<file path="src/rtl/sat_pkg.sv">
// Package for the section address translator.
// Holds the payload structs, table entry layout, opcodes, register indexes
// and the controller state type. Depends on nothing.
package sat_pkg;

    // Opcodes carried in the input item
    localparam logic [1:0] OP_LOAD     = 2'd0;
    localparam logic [1:0] OP_FILE2VIR = 2'd1;
    localparam logic [1:0] OP_VIR2FILE = 2'd2;

    // Configuration register indexes
    localparam logic REG_SECTION_COUNT = 1'b0;
    localparam logic REG_IMAGE_BASE    = 1'b1;

    localparam int COUNT_W = 5;
    localparam int CFG_W   = 64;

    typedef struct packed {
        logic [1:0]  opcode;
        logic [3:0]  entry_index;
        logic [31:0] entry_file_start;
        logic [31:0] entry_file_size;
        logic [31:0] entry_virtual_start;
        logic [31:0] query_address;
        logic        add_base;
    } sat_in_t;

    typedef struct packed {
        logic        found;
        logic [63:0] result_address;
    } sat_out_t;

    // One section table entry as stored in memory
    typedef struct packed {
        logic [31:0] file_start;
        logic [31:0] file_size;
        logic [31:0] virtual_start;
    } sat_entry_t;

    typedef enum logic [1:0] {
        ST_IDLE,
        ST_SCAN,
        ST_SUM,
        ST_BASE
    } sat_state_t;

endpackage

</file>
<file path="src/rtl/sat_section_mem.sv">
// Section table memory: one write port, one registered read port.
// Entry layout comes from sat_pkg.
module sat_section_mem #(
    parameter int DEPTH = 16,
    localparam int ADDR_W = (DEPTH > 1) ? $clog2(DEPTH) : 1
) (
    input  logic                clk,
    input  logic                wr_en,
    input  logic [ADDR_W-1:0]   wr_addr,
    input  sat_pkg::sat_entry_t wr_data,
    input  logic                rd_en,
    input  logic [ADDR_W-1:0]   rd_addr,
    output sat_pkg::sat_entry_t rd_data
);

    sat_pkg::sat_entry_t mem [DEPTH];
    sat_pkg::sat_entry_t rd_data_reg;

    // Write one entry
    always_ff @(posedge clk)
    begin
        if (wr_en)
        begin
            mem[wr_addr] <= wr_data;
        end
    end

    // Read one entry, data valid the next cycle
    always_ff @(posedge clk)
    begin
        if (rd_en)
        begin
            rd_data_reg <= mem[rd_addr];
        end
    end

    assign rd_data = rd_data_reg;

endmodule

</file>
<file path="src/rtl/section_address_translator.sv">
// Section address translator: a load writes the table on transfer. A query is accepted,
// checks table entries in index order up to the first hit (at most min(section_count,
// MAX_SECTIONS) of them) and forms the result in the sum and base states. The input is
// stalled until the result register takes the result, so any output stall holds it too.
// One item is in work at a time, bound by the single read port of the section memory.
// Reset clears control and config registers; table contents stay undefined until loaded.
module section_address_translator #(
    parameter int MAX_SECTIONS = 16
) (
    input  logic                        clk,
    input  logic                        rst_n,
    input  logic                        in_valid,
    output logic                        in_stall,
    input  sat_pkg::sat_in_t            in_data,
    output logic                        out_valid,
    input  logic                        out_stall,
    output sat_pkg::sat_out_t           out_data,
    input  logic                        cfg_wr_en,
    input  logic                        cfg_index,
    input  logic [sat_pkg::CFG_W-1:0]   cfg_data
);

    localparam int IDX_W = (MAX_SECTIONS > 1) ? $clog2(MAX_SECTIONS) : 1;
    localparam int CNT_W = $clog2(MAX_SECTIONS + 1);

    // Configuration registers
    logic [sat_pkg::COUNT_W-1:0] section_count_reg;
    logic [63:0]                 image_base_reg;

    // Control and work registers
    sat_pkg::sat_state_t state_reg, state_next;
    logic              f2v_reg, f2v_next;
    logic              add_base_reg, add_base_next;
    logic [31:0]       query_reg, query_next;
    logic [CNT_W-1:0]  limit_reg, limit_next;
    logic [IDX_W-1:0]  chk_idx_reg, chk_idx_next;
    logic              hit_reg, hit_next;
    logic [31:0]       off_reg, off_next;
    logic [31:0]       other_reg, other_next;
    logic [32:0]       sum_reg, sum_next;
    logic              out_valid_reg, out_valid_next;
    sat_pkg::sat_out_t out_data_reg, out_data_next;

    // Memory interface
    logic                wr_en;
    logic [IDX_W-1:0]    wr_addr;
    sat_pkg::sat_entry_t wr_entry;
    logic                rd_en;
    logic [IDX_W-1:0]    rd_addr;
    sat_pkg::sat_entry_t rd_entry;

    // Scan datapath
    logic [31:0]      lo;
    logic [31:0]      other;
    logic [32:0]      hi;
    logic             entry_hit;
    logic             last_entry;
    logic [CNT_W-1:0] limit_calc;
    logic             in_xfer;
    logic             out_free;

    sat_section_mem #(
        .DEPTH (MAX_SECTIONS)
    ) u_mem (
        .clk     (clk),
        .wr_en   (wr_en),
        .wr_addr (wr_addr),
        .wr_data (wr_entry),
        .rd_en   (rd_en),
        .rd_addr (rd_addr),
        .rd_data (rd_entry)
    );

    // Configuration writes
    always_ff @(posedge clk or negedge rst_n)
    begin
        if (!rst_n)
        begin
            section_count_reg <= '0;
            image_base_reg    <= '0;
        end
        else if (cfg_wr_en)
        begin
            case (cfg_index)
                sat_pkg::REG_SECTION_COUNT:
                    section_count_reg <= cfg_data[sat_pkg::COUNT_W-1:0];
                sat_pkg::REG_IMAGE_BASE:
                    image_base_reg <= cfg_data;
                default:
                    image_base_reg <= image_base_reg;
            endcase
        end
    end

    assign in_stall  = (state_reg != sat_pkg::ST_IDLE);
    assign in_xfer   = in_valid && !in_stall;
    assign out_free  = !out_valid_reg || !out_stall;
    assign out_valid = out_valid_reg;
    assign out_data  = out_data_reg;

    // Clamp the search count to the table depth
    assign limit_calc = (32'(section_count_reg) > MAX_SECTIONS)
                        ? CNT_W'(MAX_SECTIONS) : CNT_W'(section_count_reg);

    // Load writes straight into the table
    assign wr_en    = in_xfer && (in_data.opcode == sat_pkg::OP_LOAD)
                      && (32'(in_data.entry_index) < MAX_SECTIONS);
    assign wr_addr  = IDX_W'(in_data.entry_index);
    assign wr_entry = '{file_start:    in_data.entry_file_start,
                        file_size:     in_data.entry_file_size,
                        virtual_start: in_data.entry_virtual_start};

    // Range check of the entry read last cycle
    assign lo         = f2v_reg ? rd_entry.file_start : rd_entry.virtual_start;
    assign other      = f2v_reg ? rd_entry.virtual_start : rd_entry.file_start;
    assign hi         = {1'b0, lo} + {1'b0, rd_entry.file_size};
    assign entry_hit  = (lo <= query_reg) && ({1'b0, query_reg} < hi);
    assign last_entry = ((CNT_W'(chk_idx_reg) + CNT_W'(1)) == limit_reg);

    // Next state and datapath control
    always_comb
    begin
        state_next     = state_reg;
        f2v_next       = f2v_reg;
        add_base_next  = add_base_reg;
        query_next     = query_reg;
        limit_next     = limit_reg;
        chk_idx_next   = chk_idx_reg;
        hit_next       = hit_reg;
        off_next       = off_reg;
        other_next     = other_reg;
        sum_next       = sum_reg;
        out_valid_next = out_valid_reg && out_stall;
        out_data_next  = out_data_reg;
        rd_en          = 1'b0;
        rd_addr        = chk_idx_reg + IDX_W'(1);

        case (state_reg)
            sat_pkg::ST_IDLE:
            begin
                if (in_xfer && (in_data.opcode == sat_pkg::OP_FILE2VIR
                                || in_data.opcode == sat_pkg::OP_VIR2FILE))
                begin
                    f2v_next      = (in_data.opcode == sat_pkg::OP_FILE2VIR);
                    add_base_next = in_data.add_base;
                    query_next    = in_data.query_address;
                    limit_next    = limit_calc;
                    chk_idx_next  = '0;
                    hit_next      = 1'b0;
                    if (limit_calc == '0)
                    begin
                        state_next = sat_pkg::ST_SUM;
                    end
                    else
                    begin
                        rd_en      = 1'b1;
                        rd_addr    = '0;
                        state_next = sat_pkg::ST_SCAN;
                    end
                end
            end
            sat_pkg::ST_SCAN:
            begin
                if (entry_hit)
                begin
                    hit_next   = 1'b1;
                    off_next   = query_reg - lo;
                    other_next = other;
                    state_next = sat_pkg::ST_SUM;
                end
                else if (last_entry)
                begin
                    state_next = sat_pkg::ST_SUM;
                end
                else
                begin
                    // Advance to the next entry
                    rd_en        = 1'b1;
                    chk_idx_next = chk_idx_reg + IDX_W'(1);
                end
            end
            sat_pkg::ST_SUM:
            begin
                sum_next   = {1'b0, off_reg} + {1'b0, other_reg};
                state_next = sat_pkg::ST_BASE;
            end
            sat_pkg::ST_BASE:
            begin
                // Hold until the result register is free
                if (out_free)
                begin
                    out_valid_next      = 1'b1;
                    out_data_next.found = hit_reg;
                    if (!hit_reg)
                    begin
                        out_data_next.result_address = '0;
                    end
                    else if (f2v_reg && add_base_reg)
                    begin
                        out_data_next.result_address = 64'(sum_reg) + image_base_reg;
                    end
                    else
                    begin
                        out_data_next.result_address = 64'(sum_reg);
                    end
                    state_next = sat_pkg::ST_IDLE;
                end
            end
            default:
            begin
                state_next = sat_pkg::ST_IDLE;
            end
        endcase
    end

    // Control registers
    always_ff @(posedge clk or negedge rst_n)
    begin
        if (!rst_n)
        begin
            state_reg     <= sat_pkg::ST_IDLE;
            out_valid_reg <= 1'b0;
        end
        else
        begin
            state_reg     <= state_next;
            out_valid_reg <= out_valid_next;
        end
    end

    // Payload registers
    always_ff @(posedge clk)
    begin
        f2v_reg      <= f2v_next;
        add_base_reg <= add_base_next;
        query_reg    <= query_next;
        limit_reg    <= limit_next;
        chk_idx_reg  <= chk_idx_next;
        hit_reg      <= hit_next;
        off_reg      <= off_next;
        other_reg    <= other_next;
        sum_reg      <= sum_next;
        out_data_reg <= out_data_next;
    end

    // Scan never checks an entry past the clamped count
    assert property (@(posedge clk) disable iff (!rst_n)
        state_reg == sat_pkg::ST_SCAN |-> CNT_W'(chk_idx_reg) < limit_reg)
        else $error("scan index beyond section count");

    // Sum stage always hands over to the base stage
    assert property (@(posedge clk) disable iff (!rst_n)
        state_reg == sat_pkg::ST_SUM |=> state_reg == sat_pkg::ST_BASE)
        else $error("sum stage did not advance");

    // A new result appears only from the base stage
    assert property (@(posedge clk) disable iff (!rst_n)
        $rose(out_valid_reg) |-> $past(state_reg) == sat_pkg::ST_BASE)
        else $error("result raised outside base stage");

    // A miss carries a zero address
    assert property (@(posedge clk) disable iff (!rst_n)
        out_valid_reg |-> out_data_reg.found || out_data_reg.result_address == '0)
        else $error("miss with nonzero address");

endmodule

</file>
<file path="config.mk">
export PLATFORM = sky130hd
export DESIGN_NAME = section_address_translator
export DESIGN_NICKNAME = d
export VERILOG_FILES = /design/src/rtl/sat_pkg.sv /design/src/rtl/sat_section_mem.sv /design/src/rtl/section_address_translator.sv
export SDC_FILE = /design/constraint.sdc
export NUM_CORES = 2
export LEC_CHECK = 0
export ABC_AREA = 0
export BUFFER_PORTS_ARGS = -buffer_cell sky130_fd_sc_hd__buf_2
export CAP_MARGIN = 0
export CORE_MARGIN = 4
export CORE_UTILIZATION = 55
export DETAILED_ROUTE_END_ITERATION = 8
export MAX_ROUTING_LAYER = met4
export PLACE_DENSITY = 0.68
export REMOVE_ABC_BUFFERS = 1
export SLEW_MARGIN = 10
export SYNTH_ARGS = -nofsm -noshare
export SYNTH_HDL_FRONTEND = slang
export SYNTH_SLANG_ARGS = --single-unit
</file>
<file path="constraint.sdc">
create_clock -name clk -period 15.5 [get_ports clk]
set_clock_uncertainty 0.1 [all_clocks]
set_input_delay 1.55 -clock clk [delete_from_list [all_inputs] [get_ports clk]]
set_output_delay 1.55 -clock clk [all_outputs]
set_load 0.02 [all_outputs]
</file>
==> run summary <==
sequential share of the synthesized area: 69.8%
number of global-route vias before repair: 49557
synthesized area: 81700 um2
cts hold-fix bufs: 0
Hold Startpoint: image_base_reg[2]$_DFFE_PN0P_
WL final: 221 mm
pin count of the biggest net entering global routing: 140
Initial Util: 55.3%
Tot GR Track Use: 28.9%
Syn Inst Count: 5973
crit path from: f2v_reg$_DFFE_PP_
Post-synth EDFFs: 1838
worst-skew pair later-pin latency: 0.83 ns
final worst-path cycle share: 55.5%
share of synthesized registers carrying an async set or reset: 3.77%
share of layout cells above drive strength 1: 13.3%
chip width: 393 um
CTS clk-pin slew, worst paths: 0.07 ns
max FFs per register: 1536
Syn Area/Cell: 13.7 um2
Switching Fraction: 40.2%
Post-Route Utilization: 61.7%
CTS buffer count: 193
most common cell after layout, fill and taps aside: edfxtp_1
total clock sinks: 1910
power share of the combinational group: 43.1%
DR WL/cell: 26.7 um
clock root buffer master: clkbuf_16
Final min period: 8.60 ns
RSZ-0062 raised after global routing: false
Longest Clk Path Bufs: 3
synthesized flop and latch total: 1910
Pwr Density: 213 nW/um2
Port Buffers: 271
Final WS setup: 6.90 ns
Setup Buffers After CTS: 0
Area Overhead vs Synth: 11.5%
die area: 155000 um2
CORE AREA: 148000 um2
fin nets: 6542
Least-Margin Pin Slew: 1.13 ns
first-pass GRT wire length: 325 mm
VDD IR-drop max: 0.143 mV
routability cong.: 0.922
Seq pwr share: 34.1%
critical path type: flop to flop
CP startpoint kind: flop
total gr overflow: 0
sw power: 0.00781 W
Distinct cells, synth: 73
placed cell area: 85100 um2
Int Pwr: 0.0116 W
initial antenna violation count: 33
top_reg_cell synth: edfxtp_1
leak pwr: 31.7 nW
crit-path max FO: 56
most frequent cells in the layout: edfxtp_1, nand2_1, nand3_1
Placement Setup Slack: 6.97 ns
drt pass-1 iters: 6
Top Ports: 272
Clk network pwr share: 22.8%
vias after detailed routing: 52029
H-tree Lvls: 4
Die Ht: 393 um
post-CTS sizing: 0
Remaining DRCs: 0
status: finished, final reports clean
Finished Cell Area: 91100 um2
element type at the critical path end: flop
Via-to-Cell Ratio: 6.29
Final Max Tran Viols: 0
dpl hpwl: 123 mm
Site Rows: 141
endpoints failing hold: 0
arrival time at the worst endpoint: 8.92 ns
CTS tree: yes
DRT iter0 DRCs: 6257
Setup-failing EPs final: 0
Reg-to-Reg Start: f2v_reg$_DFFE_PP_
CP required: 15.82 ns
Hold Crit Depth: 1
Synthesis Warnings: 0
number of nets with antenna violations after routing: 0
max-cap viol count: 0
Worst slew margin: 24.8%
Fmax: 0.116 GHz
reg2reg path depth: 23
Hold WC Path Type: flop to flop
final timing paths:
kind | to | slack [ns]
setup / recovery | u_mem.rd_data[43]$_DFFE_PP_ | 6.90
hold / removal | image_base_reg[2]$_DFFE_PN0P_ | 0.42
setup reg to reg | u_mem.rd_data[43]$_DFFE_PP_ | 6.90
hold reg to reg | image_base_reg[2]$_DFFE_PN0P_ | 0.42
max in group asynchronous | state_reg[1]$_DFFE_PN0P_ | 13.79
min in group asynchronous | image_base_reg[33]$_DFFE_PN0P_ | 0.81
synth_stat cells (34+ instances only):
library cell | count | area [um2]
a211oi_1 | 109 | 818
a21o_1 | 76 | 571
a21oi_1 | 237 | 1190
a311oi_1 | 115 | 1010
a31oi_1 | 109 | 682
and2_1 | 51 | 319
and3_1 | 116 | 726
buf_2 | 53 | 265
clkbuf_1 | 275 | 1030
dfrtp_1 | 72 | 1800
edfxtp_1 | 1838 | 55200
ha_1 | 167 | 2090
inv_1 | 79 | 297
mux2_2 | 103 | 1160
mux2i_1 | 34 | 340
mux4_2 | 78 | 1760
nand2_1 | 983 | 3690
nand2b_1 | 116 | 726
nand3_1 | 312 | 1560
nor2_1 | 317 | 1190
o2111ai_1 | 40 | 350
o21ai_0 | 188 | 941
o311ai_0 | 63 | 552
xnor2_1 | 70 | 613
xor2_1 | 48 | 420
final cells by class:
cell class	instances	area, um2
well taps	1930	2410
fillers	10985	56500
flip-flops and latches	1910	57000
inverters	79	297
multi-input cells	3628	23200
repair buffers	354	2160
clock buffers	244	5060
diodes	17	42.5
clock inverters	106	951
cells by family (layout without fill, tap and decap cells):
logic type / Yosys count / after routing / synth area share (%)
xor+xnor: 118 / 118 / 1.27
buf+inv: 435 / 783 / 2.10
fa+ha+maj: 171 / 171 / 2.66
other cells: 0 / 17 / 0
simple gates: 2027 / 2027 / 11.1
compound gates: 1097 / 1097 / 9.14
flops: 1910 / 1910 / 69.8
mux: 215 / 215 / 3.99
per-layer routing:
layer / routed length [um] / GRT usage (%)
met4: 7410 / 9.50
met5: 0 / -
met1: 92000 / 41.0
met2: 101000 / 43.3
met3: 19900 / 4.28
critical path, cell delays in order (launching register included):
cell and delay (ns):
edfxtp_1 1.09, buf_4 0.72, mux2i_1 0.32, inv_1 0.13, ha_1 0.29, a21o_1 0.17
a41oi_1 0.25, a31oi_1 0.21, a31o_2 0.34, a31oi_2 0.26, o21ai_1 0.12, or4_1 0.45
a2111oi_0 0.39, nor3_1 0.11, ha_1 0.32, nand3_1 0.13, nor4_1 0.42, nand2_1 0.14
a2111o_1 0.30, a21oi_1 0.21, a22oi_1 0.28, o21ai_4 0.21, buf_4 0.47, buf_4 0.70
stage by stage:
stage	hold slack (ns)	cells	power [W]	TNS, ns
detailed placement	0.402	7901	0.0150	0
finish	0.419	8268	0.0194	0
floorplan	0.386	5617	0.0134	-1604.24
global placement	0.398	7901	0.0149	0
CTS	0.419	8251	0.0195	0
global route	0.440	8265	0.0205	0
power groups by stage:
stage	clock [W]	sequential, W	combinational [W]
global route	0.00471	0.00666	0.00914
CTS	0.00448	0.00663	0.00834
finish	0.00443	0.00663	0.00838
global placement	0	0.00673	0.00818
floorplan	0	0.00691	0.00653
detailed placement	0	0.00674	0.00828
Note: power is estimated with default switching activity, not from simulation.
